--- config.mk ---
export PLATFORM = sky130hd
export DESIGN_NAME = dcpm_ctrl
export DESIGN_NICKNAME = d
export VERILOG_FILES = /design/src/hdl/dcpm_pkg.sv /design/src/hdl/dcpm_ctrl.sv
export SDC_FILE = /design/constraint.sdc
export NUM_CORES = 1
export LEC_CHECK = 0
export BUFFER_PORTS_ARGS = -buffer_cell sky130_fd_sc_hd__buf_2
export CAP_MARGIN = 20
export CELL_PAD_IN_SITES_DETAIL_PLACEMENT = 0
export CELL_PAD_IN_SITES_GLOBAL_PLACEMENT = 1
export CORE_MARGIN = 2
export CORE_UTILIZATION = 30
export DETAILED_ROUTE_END_ITERATION = 16
export PLACE_DENSITY = 0.72
export RECOVER_POWER = 25
export SLEW_MARGIN = 20
export SYNTH_ARGS = -nofsm -noshare
export SYNTH_HDL_FRONTEND = slang
export SYNTH_SLANG_ARGS = --single-unit
--- constraint.sdc ---
create_clock -name clock -period 1.65 [get_ports clock]
set_clock_uncertainty 0.2 [all_clocks]
set_input_delay 0.4125 -clock clock [delete_from_list [all_inputs] [get_ports clock]]
set_output_delay 0.4125 -clock clock [all_outputs]
set_load 0.02 [all_outputs]
--- src/hdl/dcpm_pkg.sv ---
`default_nettype none

package dcpm_pkg;

   // Field widths of the channels
   localparam int SAMPLE_WIDTH   = 16;
   localparam int PEAK_WIDTH     = 16;
   localparam int COUNT_WIDTH    = 12;
   localparam int OFFSET_WIDTH   = 16;

   // Storage sizes
   localparam int CAPTURE_DEPTH  = 2048;
   localparam int BLOCK_DEPTH    = 256;
   localparam int WINDOW_LENGTH  = 1024;

   // Derived widths
   localparam int BLOCK_AW       = $clog2(BLOCK_DEPTH);
   localparam int FILL_WIDTH     = $clog2(BLOCK_DEPTH + 1);
   localparam int SUM_WIDTH      = SAMPLE_WIDTH + FILL_WIDTH;
   localparam int MAG_WIDTH      = SUM_WIDTH - 1;
   localparam int DIV_CW         = $clog2(MAG_WIDTH + 1);
   localparam int CAP_AW         = $clog2(CAPTURE_DEPTH);
   localparam int TOTAL_WIDTH    = $clog2(CAPTURE_DEPTH + 1);
   localparam int TSUM_WIDTH     = ((TOTAL_WIDTH > FILL_WIDTH) ? TOTAL_WIDTH : FILL_WIDTH) + 1;
   localparam int SCAN_LENGTH    = (WINDOW_LENGTH > CAPTURE_DEPTH) ? CAPTURE_DEPTH : WINDOW_LENGTH;
   localparam int SCAN_CW        = $clog2(SCAN_LENGTH);

   // Stream data widths, padded to whole bytes
   localparam int REQ_DATA_WIDTH = ((SAMPLE_WIDTH + 7) / 8) * 8;
   localparam int RSP_BITS       = PEAK_WIDTH + COUNT_WIDTH + OFFSET_WIDTH;
   localparam int RSP_DATA_WIDTH = ((RSP_BITS + 7) / 8) * 8;

   typedef enum logic [3:0] {
      ST_IDLE,
      ST_DIV_GO,
      ST_DIV_WAIT,
      ST_COPY_RD,
      ST_COPY_WR,
      ST_CLOSE,
      ST_SCAN,
      ST_DRAIN,
      ST_RESULT
   } dcpm_state_type;

   typedef struct packed {
      logic sample_write;
      logic div_start;
      logic copy_read;
      logic copy_write;
      logic block_close;
      logic scan_step;
      logic result_load;
   } dcpm_cmd_type;

   typedef struct packed {
      logic block_full;
      logic div_busy;
      logic copy_last;
      logic scan_last;
   } dcpm_status_type;

endpackage

`default_nettype wire

--- src/hdl/dcpm_ctrl.sv ---
`default_nettype none

module dcpm_ctrl (
   input  wire logic                       clock,
   input  wire logic                       reset,
   input  wire logic                       req_tvalid,
   input  wire logic                       req_tlast,
   input  wire logic                       req_tuser,
   output logic                            req_tready,
   output logic                            rsp_tvalid,
   input  wire logic                       rsp_tready,
   input  wire dcpm_pkg::dcpm_status_type  status,
   output dcpm_pkg::dcpm_cmd_type          cmd
);
   import dcpm_pkg::*;

   dcpm_state_type state_ff, state_in;
   logic           update_ff, update_in;
   logic           rsp_valid_ff, rsp_valid_in;

   always_ff @(posedge clock) begin
      if (reset) begin
         state_ff     <= ST_IDLE;
         update_ff    <= 1'b0;
         rsp_valid_ff <= 1'b0;
      end else begin
         state_ff     <= state_in;
         update_ff    <= update_in;
         rsp_valid_ff <= rsp_valid_in;
      end
   end

   // Sequence sample intake, block division, copy, window scan and result
   always_comb begin
      state_in   = state_ff;
      update_in  = update_ff;
      cmd        = '0;
      req_tready = 1'b0;
      case (state_ff)
         ST_IDLE: begin
            req_tready = 1'b1;
            if (req_tvalid) begin
               cmd.sample_write = 1'b1;
               update_in        = req_tuser;
               if (req_tlast || req_tuser || status.block_full) begin
                  state_in = ST_DIV_GO;
               end
            end
         end
         ST_DIV_GO: begin
            cmd.div_start = 1'b1;
            state_in      = ST_DIV_WAIT;
         end
         ST_DIV_WAIT: begin
            if (!status.div_busy) begin
               state_in = ST_COPY_RD;
            end
         end
         ST_COPY_RD: begin
            cmd.copy_read = 1'b1;
            state_in      = ST_COPY_WR;
         end
         ST_COPY_WR: begin
            cmd.copy_write = 1'b1;
            state_in       = status.copy_last ? ST_CLOSE : ST_COPY_RD;
         end
         ST_CLOSE: begin
            cmd.block_close = 1'b1;
            state_in        = update_ff ? ST_SCAN : ST_IDLE;
         end
         ST_SCAN: begin
            cmd.scan_step = 1'b1;
            if (status.scan_last) begin
               state_in = ST_DRAIN;
            end
         end
         ST_DRAIN: begin
            state_in = ST_RESULT;
         end
         ST_RESULT: begin
            // Wait for the output register to free up
            if (!rsp_valid_ff || rsp_tready) begin
               cmd.result_load = 1'b1;
               state_in        = ST_IDLE;
            end
         end
         default: begin
            state_in = ST_IDLE;
         end
      endcase
   end

   // Output valid: set on load, drop after the transfer
   always_comb begin
      rsp_valid_in = rsp_valid_ff;
      if (cmd.result_load) begin
         rsp_valid_in = 1'b1;
      end else if (rsp_tready) begin
         rsp_valid_in = 1'b0;
      end
   end

   assign rsp_tvalid = rsp_valid_ff;

   a_load_only_when_free: assert property (@(posedge clock) disable iff (reset)
      cmd.result_load |-> (!rsp_valid_ff || rsp_tready))
      else $error("result overwritten before its transfer");

   a_scan_only_after_update: assert property (@(posedge clock) disable iff (reset)
      (state_ff == ST_SCAN) |-> update_ff)
      else $error("window scan without an update end");

endmodule

`default_nettype wire

# After elaboration in Yosys (flattened, before gate mapping)
# Cells that the tools add are included.
# classes
add_sub_neg	0
mul	0
div	0
magnitude_cmp	0
n_eq_ne	13
shifts	0
muxes	20
bitwise	0
n_reduce_logical	8
# op_table
operator	n
$pmux W4 S9	1
$mux W4	5
$eq A4 B3 Y1 const B	4
$mux W1	12
$ne A2 B2 Y1 const B	5
$eq A4 B2 Y1 const B	2
$mux W3	2
$reduce_and A5 Y1	1
$eq A4 B1 Y1 const B	1
$eq A4 B4 Y1 const B	1
$logic_not A4 Y1	1
$logic_or A1 B1 Y1	3
$reduce_and A2 Y1	1
$reduce_bool A2 Y1	1
$logic_not A1 Y1	1
# totals
ff_bits	6
latchBits	0
ramBits	0
mem_bits_ro	0
output_inout_bits	9
n_memories	0

# Longest topological paths before layout
# Gate-level depths: netlist (run 1).
# logic_depth
word_depth	5
ltp_mapped	5
mapped_depth_nobuf	3

# Worst setup path before layout (run 1)
# Ideal clock, no wire load.
# synth_path
kind	reg2out
start	reg state_ff[3]
end	out cmd[6] in the netlist's numbering
arrival_ps	1175
t_required_ps	1037
path_slack_ps	-137
stages_incl_launch_ff	4
path_buffers	1
cell_sequence	dfxtp_1 buf_6 nor4_4 and2_4
# synth_lines
element	line	rtl
from (decl)	dcpm_ctrl.sv:17	dcpm_state_type state_ff, state_in;
from (signal assigned)	dcpm_ctrl.sv:27	state_ff <= state_in;
to (decl)	dcpm_ctrl.sv:13	output dcpm_pkg::dcpm_cmd_type cmd

==> results of run 1 <==
critical path, delay by kind of cell, from the launching register on:
family | cells | cell delay (ns)
and+or+nand+nor | 2 | 0.47
buffers and inverters | 1 | 0.11
DFF | 1 | 0.36
repair_timing:
action | 4_1_cts | 5_1_grt
buffers inserted | 5 | 0
resized for setup | 21 | 2
pin swaps | 4 | 2
gates cloned | 0 | 0
endpoints found under the setup margin | 8 | 8
endpoints found under the hold margin | 0 | 0
layer usage:
| layer | up-vias | wire length (um) |
|---|---|---|
| met2 | 8 | 584 |
| met5 | - | 0 |
| met4 | 0 | 0 |
| li1 | 240 | - |
| met1 | 225 | 464 |
| met3 | 0 | 31 |
power by group:
| part | switching (mW) | internal, mW |
|---|---|---|
| Combinational | 0.112 | 0.159 |
| Sequential | 0.0254 | 0.159 |
| Clock | 0.0560 | 0.0825 |
logic make-up (layout without fill, tap and decap cells):
kind of cell	count (synthesis)	in the layout	share of synthesized area (%)
buffers and inverters	5	38	8.66
and+or+nand+nor	25	25	40.3
DFF	6	6	28.7
AOI/OAI and AO/OA	11	11	22.4
placed cells by master (no fill, tap or decap), types with 2 or more instances in the layout:
| cell type | instances |
|---|---|
| sky130_fd_sc_hd__buf_2 | 10 |
| sky130_fd_sc_hd__buf_6 | 4 |
| sky130_fd_sc_hd__clkbuf_4 | 3 |
| sky130_fd_sc_hd__nor3_2 | 3 |
| sky130_fd_sc_hd__nand4b_1 | 3 |
| sky130_fd_sc_hd__a21oi_1 | 3 |
| sky130_fd_sc_hd__o21a_1 | 2 |
| sky130_fd_sc_hd__buf_4 | 21 |
| sky130_fd_sc_hd__dfxtp_4 | 3 |
| sky130_fd_sc_hd__dfxtp_1 | 2 |
| sky130_fd_sc_hd__nand2b_1 | 3 |
| sky130_fd_sc_hd__nor2_1 | 3 |
| sky130_fd_sc_hd__nor2b_1 | 2 |
| sky130_fd_sc_hd__nand3b_1 | 2 |
stage by stage:
stage | hold WS, ns | std cells | utilization [%]
2_1_floorplan | 0.267 | 47 | -
3_3_place_gp | 0.266 | 87 | 46.3
3_5_place_dp | 0.275 | 87 | 46.3
4_1_cts | 0.214 | 95 | 55.5
5_1_grt | 0.228 | 95 | 55.9
6_report | 0.222 | 95 | 55.9
sequential cells by signal, summed over array words and instances (netlist names):
register,cells
state_ff,4
rsp_tvalid,1
update_ff,1
final cells by class:
type | instances | area, sq um | area share (%)
multi-input combinational | 36 | 300 | 41.3
timing repair buffer | 35 | 253 | 34.8
sequential | 6 | 133 | 18.2
clock buffer | 3 | 22.5 | 3.10
tap | 15 | 18.8 | 2.58
Yosys cell counts (2+ instances only):
cell,n
sky130_fd_sc_hd__o21a_1,2
sky130_fd_sc_hd__nand3b_1,2
sky130_fd_sc_hd__nor2_1,4
sky130_fd_sc_hd__buf_2,2
sky130_fd_sc_hd__nand2b_1,5
sky130_fd_sc_hd__nor2b_1,2
sky130_fd_sc_hd__nand4b_1,3
sky130_fd_sc_hd__a21oi_1,3
sky130_fd_sc_hd__buf_4,2
sky130_fd_sc_hd__nor3_1,3
sky130_fd_sc_hd__dfxtp_1,6
worst paths after layout:
kind                             from  slack, ns                        to  cells past startpoint
min reg2reg   rsp_tvalid$_SDFFE_PP0P_       0.28   rsp_tvalid$_SDFFE_PP0P_                      2
min                             reset       0.22  state_ff[3]$_SDFFE_PP0P_                      2
max          state_ff[3]$_SDFFE_PP0P_      -0.15                    cmd[6]                      3
max reg2reg  state_ff[3]$_SDFFE_PP0P_       0.27  state_ff[0]$_SDFFE_PP0P_                      5
==> qor_table.md, run 1 <==
| Stage | Item | This run |
|:---|:---|:---|
| outcome | Outcome | finished with violations |
| outcome | Violations in the final reports | negative setup slack |
| pwr | Total power divided by cell area | 816 mW/mm^2 |
| critical path | Largest stage delay on the critical path | 0.36 ns |
| critical path | Worst Setup Path Type | flip-flop to primary output |
| final layout | Net count of the finished layout | 92 |
| grt | Combined global-route utilization of all metal layers | 17.8% |
| floorplanning | Ports placed on the boundary | 19 |
| cts | Number of buffers on the longest clock path | 2 |
| timing | Setup total negative slack | -0.734 ns |
| pwr | Final Total Pwr | 0.594 mW |
| timing | Final max-slew violation count | 0 |
| final layout | Post-route cell area | 727 sq um |
| floorplanning | Chip Width | 41.4 um |
| cts | Number of clock sinks | 6 |
| placed design | Number of port buffers | 18 |
| cts | Number of hold buffers added after cts | 0 |
| drt | Remaining number of nets flagged by the antenna check after routing | 0 |
| cts | Clock tree from TritonCTS | built |
| critical path | Required time worst endpoint | 1.04 ns |
| critical path | Worst Path Arrival | 1.19 ns |
| grt | Remaining global-route overflow | 0 |
| drt | Total wire length | 1080 um |
| floorplanning | Die outline height | 41.4 um |
| pwr | Static leakage | 0.326 nW |
| drt | Via count | 473 |
| yosys | Count of distinct cell types in the synthesized netlist | 24 |
| final layout | Fillers | 133 |
| final layout | Area Growth Syn to Fin | 73.4% |
| cts | Clk Latency, worst-skew pair | 0.25 ns |
| yosys | Average size of a mapped cell | 8.92 sq um |
| timing | Number of failing setup endpoints in the final timing report | 8 |
| yosys | Area fraction of the dominant cell type after synthesis | 28.7% |
| pwr | Peak supply drop | 0.513 mV |
| yosys | Ranking of synthesized cells by area | sky130_fd_sc_hd__dfxtp_1, sky130_fd_sc_hd__nand2b_1, sky130_fd_sc_hd__nand4b_1 |
| grt | Met2 GRT Util | 28.5% |
| yosys | Number of instances in the synthesized netlist | 47 |
| drt | Wirelength per Cell | 11.4 um |
| yosys | Count of synthesis-stage warnings from yosys | 0 |
| timing | Transition at the pin with the smallest max-transition slack | 0.277 ns |
| grt | Maximum number of pins on one net before global-route repair | 8 |
| flow run | Max-Cap Viols | 0 |
| timing | Number of hold violations in the final report | 0 |
| drt | Number of iterations in the first detailed-routing pass | 4 |
| grt | Fraction of met1 tracks used by global routing | 18.5% |
| final layout | Number of diodes | 0 |
| grt | Global-route met3 utilization | 6.38% |
| grt | Number of global-route vias before repair | 443 |
| yosys | Synth Cell Area | 419 sq um |
| floorplanning | Core outline area | 0.00130 sq mm |
| yosys | Prevailing post-synth register cell | sky130_fd_sc_hd__dfxtp_1 |
| grt | Global-route wire length before repair | 1840 um |
| critical path | Startpoint type of the worst setup path | flip-flop |
| grt | Initial antenna violation count | 0 |
| yosys | Post-synthesis async set-or-reset flop share | 0% |
| yosys | Fraction of the yosys area taken by sequential cells | 28.7% |
| timing | Fin crit share | 109% |
| yosys | Post-synthesis cell type with the largest combined area | sky130_fd_sc_hd__dfxtp_1 |
| yosys | Synthesized netlist net count | 57 |
| hold path | Hold Crit Class | input port to flip-flop |
| placed design | Placer congestion estimate | 0.732 |
| placed design | Area after detailed placement | 602 sq um |
| timing | Slew margin rel. | 81.5% |
| drt | Detailed-route DRC error count | 0 |
| critical path | Type of element capturing the critical path | primary output |
| yosys | Number of synthesized register bits | 6 |
| timing | Top achievable clock speed | 554 MHz |
| timing | Final critical-path setup slack | -0.153 ns |
| critical path | Library cell contributing the largest single delay on the critical path | sky130_fd_sc_hd__dfxtp_4 |
| critical path | Largest fanout of any net on the critical path | 5 |
| drt | Detailed router's first-iteration violation count | 1 |
| cts | Clock root buffer | sky130_fd_sc_hd__clkbuf_4 |
| drt | Via/cell ratio | 4.98 |
| yosys | Number of enable flip-flop cells after synthesis | 0 |
| floorplanning | Die Outline Area | 0.00171 sq mm |
| critical path | Sequence of cells on the critical path | nor4_4 -> and2_4 -> buf_6 |
| floorplanning | Number of standard-cell rows in the floorplan | 13 |
| cts | Cts bufs inserted | 3 |
| final layout | Share of final-layout standard cells stronger than drive strength 1 | 68.8% |
| timing | Final worst path period need | 1.80 ns |
| placed design | Placement-stage worst setup slack | -0.00847 ns |
| grt | Grt peak-use layer | met2 |
| cts | H-tree levels | 1 |
| timing | Unrepaired setup endpoints after global routing | yes |
| placed design | Detailed placement HPWL | 776 um |
| floorplanning | Initial core utilization | 32.2% |
| cts | Worst-path clk slew | 0.05 ns |
Note: power is estimated with default switching activity, not from simulation.
==> run 2, diff against run 1 <==
--- a/config.mk
+++ b/config.mk
@@ -5,14 +5,15 @@
 export SDC_FILE = /design/constraint.sdc
 export NUM_CORES = 1
 export LEC_CHECK = 0
-export BUFFER_PORTS_ARGS = -buffer_cell sky130_fd_sc_hd__buf_2
 export CAP_MARGIN = 20
 export CELL_PAD_IN_SITES_DETAIL_PLACEMENT = 0
 export CELL_PAD_IN_SITES_GLOBAL_PLACEMENT = 1
-export CORE_MARGIN = 2
-export CORE_UTILIZATION = 30
+export CORE_AREA = 2 2 39 41
 export DETAILED_ROUTE_END_ITERATION = 16
-export PLACE_DENSITY = 0.72
+export DIE_AREA = 0 0 41 43
+export DONT_BUFFER_PORTS = 1
+export HOLD_SLACK_MARGIN = 0.15
+export PLACE_DENSITY = 0.58
 export RECOVER_POWER = 25
 export SLEW_MARGIN = 20
 export SYNTH_ARGS = -nofsm -noshare
==> run 2 against run 1 <==
  * Register-to-register slack worse by 0.06 ns
  * The run still ends with negative setup slack left
  * Critical endpoint unchanged
  * Worst hold slack worse by 0.059 ns
  * Largest cell class unchanged
  * Via count down 14%
  * Clock power about the same
  * Sequential power about the same
  * Maximum frequency up 3.4%
  * Critical path depth down 1
  * Sequential share of layout area up 2.4 points
  * Cell area down 10%
  * Power down 13%
==> qor_table.md, run 2 (same netlist as run 1, synthesis figures left out) <==
| Stage | Item | This run | Change |
|:---|:---|:---|:---|
| pwr | Net switching fraction of the power | 33.4% | +0.82 points |
| placed design | Detailed placement HPWL | 746 um | -3.8% |
| drt | Via count | 409 | -14% |
| hold path | Cell count of the worst hold path | 2 | unchanged |
| timing | Slew margin rel. | 79.7% | -1.8 points |
| hold path | Hold Crit Class | input port to flip-flop |  |
| cts | Number of clock sinks | 6 | unchanged |
| critical path | Sequence of cells on the critical path | nor4_4 -> and2_4 |  |
| cts | H-tree levels | 1 | unchanged |
| timing | Unrepaired setup endpoints after global routing | yes |  |
| drt | Detailed-route DRC error count | 0 | unchanged |
| cts | Worst-path clk slew | 0.05 ns | about the same |
| final layout | Post-route cell area | 653 sq um | -10% |
| grt | Remaining global-route overflow | 0 | unchanged |
| placed design | Area after detailed placement | 520 sq um | -14% |
| timing | Final max-slew violation count | 0 | unchanged |
| critical path | Largest stage delay on the critical path | 0.36 ns | about the same |
| floorplanning | Die Outline Area | 0.00176 sq mm | +3.0% |
| drt | Total wire length | 1060 um | -1.6% |
| pwr | Power share of the clock group | 26.7% | +3.4 points |
| timing | Number of failing setup endpoints in the final timing report | 7 | -1 |
| pwr | Peak supply drop | 0.407 mV | -21% |
| grt | Maximum number of pins on one net before global-route repair | 9 | +1 |
| timing | Final worst path period need | 1.74 ns | -0.0596 ns |
| placed design | Number of port buffers | 0 | -18 |
| critical path | Required time worst endpoint | 1.04 ns | about the same |
| timing | Number of hold violations in the final report | 0 | unchanged |
| floorplanning | Die outline height | 43 um | +3.9% |
| floorplanning | Chip Width | 41 um | -0.92% |
| grt | Number of global-route vias before repair | 437 | -1.4% |
| outcome | Outcome | finished with violations |  |
| drt | Number of iterations in the first detailed-routing pass | 3 | -1 |
| drt | Remaining number of nets flagged by the antenna check after routing | 0 | unchanged |
| critical path | Type of element capturing the critical path | primary output |  |
| grt | Initial antenna violation count | 0 | unchanged |
| final layout | Final core occ | 47.2% | -8.7 points |
| pwr | Net switching power figure | 0.172 mW | -11% |
| final layout | Number of diodes | 0 | unchanged |
| final layout | Commonest cells after routing, fill and taps aside | sky130_fd_sc_hd__buf_4, sky130_fd_sc_hd__nand2b_1, sky130_fd_sc_hd__dlygate4sd3_1, sky130_fd_sc_hd__dfxtp_4 |  |
| pwr | Total power divided by cell area | 789 mW/mm^2 | -3.4% |
| timing | Final hold slack | 0.163 ns | -0.0591 ns |
| critical path | Top Family by Delay on Critical Path | simple AND/OR/NAND/NOR gates |  |
| final layout | Leading cell type in the layout, fill and taps excluded | sky130_fd_sc_hd__buf_4 |  |
| critical path | Stages on the worst setup path | 2 | -1 |
| floorplanning | Ports placed on the boundary | 19 | unchanged |
| drt | Detailed router's first-iteration violation count | 3 | +2 |
| critical path | Largest fanout of any net on the critical path | 5 | unchanged |
| grt | Global-route wire length before repair | 1660 um | -9.8% |
| critical path | Total buffers and inverters traversed by the critical path | 0 | -1 |
| cts | Number of buffers on the longest clock path | 2 | unchanged |
| timing | Transition at the pin with the smallest max-transition slack | 0.301 ns | +0.0243 ns |
| timing | Top achievable clock speed | 573 MHz | +3.4% |
| pwr | Static leakage | 0.259 nW | -20% |
| floorplanning | Number of standard-cell rows in the floorplan | 14 | +1 |
| cts | Clock tree from TritonCTS | built |  |
| pwr | Part of the total power dissipated in sequential elements | 36.1% | +5.1 points |
| placed design | Placement-stage worst setup slack | 0.00201 ns | +0.0105 ns |
| critical path | Reg2reg path depth | 4 | -1 |
| drt | Wirelength per Cell | 12.8 um | +13% |
| critical path | Worst Setup Path Type | flip-flop to primary output |  |
| critical path | Startpoint type of the worst setup path | flip-flop |  |
| pwr | Int Power | 0.343 mW | -14% |
| final layout | Largest reg by FF count | state_ff |  |
| cts | Cts bufs inserted | 3 | unchanged |
| outcome | Violations in the final reports | negative setup slack |  |
| critical path | Library cell contributing the largest single delay on the critical path | sky130_fd_sc_hd__dfxtp_4 |  |
| timing | Fin crit share | 106% | -3.6 points |
| final layout | Flip-flop count of the largest register after layout | 4 | unchanged |
| critical path | Worst Path Arrival | 1.13 ns | -0.06 ns |
| grt | Combined global-route utilization of all metal layers | 14.2% | -3.6 points |
| cts | Clk Latency, worst-skew pair | 0.25 ns | about the same |
| timing | Final critical-path setup slack | -0.0938 ns | +0.0596 ns |
| final layout | Share of final-layout standard cells stronger than drive strength 1 | 55.2% | -14 points |
| flow run | Max-Cap Viols | 0 | unchanged |
| placed design | Placer congestion estimate | 0.759 | +3.7% |
| pwr | Combinational power share | 37.2% | -8.5 points |
| floorplanning | Core outline area | 0.00138 sq mm | +6.3% |
| final layout | Net count of the finished layout | 79 | -14% |
| drt | Via/cell ratio | 4.93 | -1.0% |
| cts | Clock root buffer | sky130_fd_sc_hd__clkbuf_4 |  |
| floorplanning | Initial core utilization | 30.3% | -1.9 points |
| final layout | Area Growth Syn to Fin | 55.8% |  |
| final layout | Fillers | 143 | +7.5% |
## run 2: changes by cell type in the layout (fill, tap and decap cells not counted), sizes merged
cell and delta:
dlygate4sd3 +4, buf -17
## run 2: worst register-to-register path, stage by stage (launching register included)
cell	delay, ns
sky130_fd_sc_hd__dfxtp_4	0.36
sky130_fd_sc_hd__buf_4	0.15
sky130_fd_sc_hd__buf_4	0.14
sky130_fd_sc_hd__o21a_1	0.19
sky130_fd_sc_hd__a2111oi_2	0.30
## run 2: metal layers
metal / track usage, % / vias to the layer above / share of wire (%)
met3: 3.66 / 2 / 6.6
met1: 15.1 / 182 / 39
met2: 23.4 / 15 / 52
li1: - / 210 / -
met5: 0 / - / 0
met4: 8.00 / 0 / 2.1
## run 2: layout make-up
type	instances	area (sq um)	share of cell area [%]
well taps	16	20.0	3.07
flip-flops and latches	6	135	20.7
clock buffers	3	22.5	3.45
repair buffers	22	183	28.0
multi-input cells	36	293	44.8
## run 2: worst paths after layout
| path | endpoint | slack [ns] | from |
|---|---|---|---|
| min | update_ff$_SDFFE_PP0P_ | 0.16 | reset |
| max reg2reg | state_ff[1]$_SDFFE_PP0P_ | 0.21 | state_ff[1]$_SDFFE_PP0P_ |
| max | cmd[6] | -0.09 | state_ff[1]$_SDFFE_PP0P_ |
| min reg2reg | update_ff$_SDFFE_PP0P_ | 0.30 | update_ff$_SDFFE_PP0P_ |
## run 2: what timing repair did
item	in CTS	in global routing
resized for setup	13	0
pin swaps	3	2
setup endpoints to repair	8	8
hold buffers	4	0
hold endpoints to repair	6	0
setup buffers	5	0
## run 2: power groups by stage
stage | combinational (mW) | clock (mW) | sequential, mW
floorplan | 0.128 | 0 | 0.171
global placement | 0.155 | 0 | 0.186
detailed placement | 0.157 | 0 | 0.187
CTS | 0.191 | 0.146 | 0.185
global route | 0.207 | 0.151 | 0.189
finish | 0.192 | 0.138 | 0.186
## run 2: per-stage QoR
| stage | power, mW | cells | setup TNS (ns) |
|---|---|---|---|
| CTS | 0.522 | 83 | -0.434 |
| global route | 0.547 | 83 | -0.680 |
| finish | 0.515 | 83 | -0.325 |
| detailed placement | 0.344 | 71 | 0 |
| global placement | 0.341 | 71 | 0 |
| floorplan | 0.299 | 47 | -0.0389 |
==> run 3, diff against run 2 <==
--- a/config.mk
+++ b/config.mk
@@ -15,6 +15,7 @@
 export HOLD_SLACK_MARGIN = 0.15
 export PLACE_DENSITY = 0.58
 export RECOVER_POWER = 25
+export SETUP_SLACK_MARGIN = 0.15
 export SLEW_MARGIN = 20
 export SYNTH_ARGS = -nofsm -noshare
 export SYNTH_HDL_FRONTEND = slang
==> run 3 against run 2 <==
  * The run still ends with negative setup slack left
  * Wire length about the same
  * Power increased by 1.7%
  * Combinational power rose by 9%
  * Worst hold slack better by 0.0048 ns
  * Utilization up 1.1 points
  * Largest cell class unchanged
==> qor_table.md, run 3 (same netlist as run 1, synthesis figures left out) <==
| Stage | Item | This run | Change |
|:---|:---|:---|:---|
| cts | Clock tree from TritonCTS | built |  |
| drt | Detailed router's first-iteration violation count | 7 | +4 |
| timing | Top achievable clock speed | 575 MHz | +0.35% |
| floorplanning | Number of standard-cell rows in the floorplan | 14 | unchanged |
| drt | Detailed-route DRC error count | 0 | unchanged |
| drt | Remaining number of nets flagged by the antenna check after routing | 0 | unchanged |
| flow run | Max-Cap Viols | 0 | unchanged |
| timing | Transition at the pin with the smallest max-transition slack | 0.263 ns | -0.0385 ns |
| final layout | Share of final-layout standard cells stronger than drive strength 1 | 57.8% | +2.6 points |
| cts | Number of clock sinks | 6 | unchanged |
| critical path | Worst Setup Path Type | flip-flop to primary output |  |
| final layout | Net count of the finished layout | 76 | -3.8% |
| grt | Number of global-route vias before repair | 442 | +1.1% |
| timing | Number of failing setup endpoints in the final timing report | 7 | unchanged |
| pwr | Peak supply drop | 0.520 mV | +28% |
| grt | Maximum number of pins on one net before global-route repair | 8 | -1 |
| pwr | Power share of the clock group | 24.6% | -2.1 points |
| critical path | Type of element capturing the critical path | primary output |  |
| cts | Clk Latency, worst-skew pair | 0.24 ns | about the same |
| grt | Met2 GRT Util | 25.6% | +2.2 points |
| drt | Total wire length | 1070 um | about the same |
| critical path | Required time worst endpoint | 1.04 ns | about the same |
| final layout | Commonest cells after routing, fill and taps aside | sky130_fd_sc_hd__buf_4, sky130_fd_sc_hd__dfxtp_4 |  |
| floorplanning | Ports placed on the boundary | 19 | unchanged |
| placed design | Placer congestion estimate | 0.788 | +3.8% |
| cts | H-tree levels | 1 | unchanged |
| hold path | Hold Crit Class | input port to flip-flop |  |
| timing | Setup total negative slack | -0.374 ns | -0.0488 ns |
| final layout | Area Growth Syn to Fin | 59.4% |  |
| floorplanning | Initial core utilization | 30.3% | unchanged |
| placed design | Detailed placement HPWL | 770 um | +3.2% |
| floorplanning | Chip Width | 41 um | unchanged |
| final layout | Number of diodes | 0 | unchanged |
| critical path | Sequence of cells on the critical path | nor4_4 -> and2_4 |  |
| final layout | Largest reg by FF count | state_ff |  |
| floorplanning | Die Outline Area | 0.00176 sq mm | unchanged |
| grt | Grt peak-use layer | met2 |  |
| critical path | Total buffers and inverters traversed by the critical path | 0 | unchanged |
| grt | Combined global-route utilization of all metal layers | 14.8% | +0.66 points |
| critical path | Largest fanout of any net on the critical path | 3 | -2 |
| placed design | Placed insts | 71 | unchanged |
| grt | Global-route wire length before repair | 1820 um | +9.6% |
| drt | Wirelength per Cell | 13.3 um | +3.8% |
| critical path | Startpoint type of the worst setup path | flip-flop |  |
| pwr | Int Power | 0.353 mW | +2.9% |
| final layout | Fillers | 135 | -5.6% |
| outcome | Violations in the final reports | negative setup slack |  |
| pwr | Combinational power share | 39.9% | +2.7 points |
| floorplanning | Core outline area | 0.00138 sq mm | unchanged |
| outcome | Outcome | finished with violations |  |
| grt | Remaining global-route overflow | 0 | unchanged |
| final layout | Reg area | 135 sq um | unchanged |
| final layout | Non-filler cells, final | 80 | -3.6% |
| drt | Number of iterations in the first detailed-routing pass | 4 | +1 |
| drt | Via/cell ratio | 5.25 | +6.5% |
| timing | Number of hold violations in the final report | 0 | unchanged |
| cts | Worst-path clk slew | 0.04 ns | about the same |
| timing | Final max-slew violation count | 0 | unchanged |
| placed design | Area after detailed placement | 517 sq um | -0.72% |
| pwr | Total power divided by cell area | 784 mW/mm^2 | -0.59% |
| pwr | Net switching power figure | 0.171 mW | -0.71% |
| critical path | Largest stage delay on the critical path | 0.36 ns | about the same |
| grt | Fraction of met1 tracks used by global routing | 16.9% | +1.8 points |
| timing | Final worst path period need | 1.74 ns | -0.00613 ns |
| final layout | Leading cell type in the layout, fill and taps excluded | sky130_fd_sc_hd__buf_4 |  |
| grt | Initial antenna violation count | 0 | unchanged |
| final layout | Post-route cell area | 668 sq um | +2.3% |
| floorplanning | Die outline height | 43 um | unchanged |
| cts | Clock root buffer | sky130_fd_sc_hd__clkbuf_4 |  |
| grt | Global-route met3 utilization | 2.09% | -1.6 points |
| timing | Slew margin rel. | 82.4% | +2.7 points |
| critical path | Worst Path Arrival | 1.13 ns | about the same |
| pwr | Static leakage | 0.260 nW | +0.14% |
| pwr | Net switching fraction of the power | 32.6% | -0.79 points |
| critical path | Library cell contributing the largest single delay on the critical path | sky130_fd_sc_hd__dfxtp_4 |  |
| placed design | Number of port buffers | 0 | unchanged |
| critical path | Top Family by Delay on Critical Path | simple AND/OR/NAND/NOR gates |  |
| cts | Cts bufs inserted | 3 | unchanged |
| drt | Via count | 420 | +2.7% |
| pwr | Part of the total power dissipated in sequential elements | 35.6% | -0.5 points |
| final layout | Flip-flop count of the largest register after layout | 4 | unchanged |
| timing | Final critical-path setup slack | -0.0877 ns | +0.00613 ns |
| cts | Number of buffers on the longest clock path | 2 | unchanged |
| timing | Fin crit share | 105% | -0.37 points |
| timing | Unrepaired setup endpoints after global routing | yes |  |
| final layout | Area of the multi-input gates | 314 sq um | +7.3% |
[run 3: changes by cell type in the layout (fill, tap and decap cells not counted), sizes merged]
cell,previous run,this run
buf,18,16
dlygate4sd3,4,2
dlymetal6s4s,0,1
[run 3: metrics by stage]
step           worst slack [ns]  total power, mW  hold WS (ns)  util [%]
6_report                -0.0877            0.524         0.168      48.3
3_3_place_gp              0.109            0.347         0.285      37.3
3_5_place_dp             0.0830            0.350         0.285      37.3
2_1_floorplan           -0.0389            0.300         0.267         -
5_1_grt                  -0.129            0.553         0.179      48.3
4_1_cts                  -0.105            0.527         0.155      47.9
[run 3: path summary, 6_finish.rpt]
check / cells past startpoint / slack, ns / end / from
max: 2 / -0.09 / cmd[6] / state_ff[1]$_SDFFE_PP0P_
min: 2 / 0.17 / update_ff$_SDFFE_PP0P_ / req_tvalid
max reg2reg: 5 / 0.28 / state_ff[2]$_SDFFE_PP0P_ / state_ff[1]$_SDFFE_PP0P_
min reg2reg: 2 / 0.31 / update_ff$_SDFFE_PP0P_ / update_ff$_SDFFE_PP0P_
[run 3: what timing repair did]
item,in CTS,in global routing
endpoints found under the hold margin,5,0
setup buffers,3,0
setup endpoints to repair,8,10
hold buffers,3,0
pin swaps,3,3
resized for setup,17,2
[run 3: area by class of cell]
| cell class | instances | area share [%] |
|---|---|---|
| multi-input combinational | 36 | 47.0 |
| clock buffer | 3 | 3.37 |
| sequential | 6 | 20.2 |
| timing repair buffer | 19 | 26.4 |
| tap | 16 | 3.00 |
[run 3: power by group through the flow]
stage,clock (mW),combinational [mW],sequential [mW]
finish,0.129,0.209,0.186
global route,0.140,0.225,0.189
CTS,0.135,0.207,0.185
floorplan,0,0.129,0.171
detailed placement,0,0.165,0.185
global placement,0,0.162,0.184
[run 3: per-layer routing]
layer	up-vias	wire, um
met1	197	388
met3	0	81
li1	204	-
met5	-	0
met4	0	0
met2	19	595
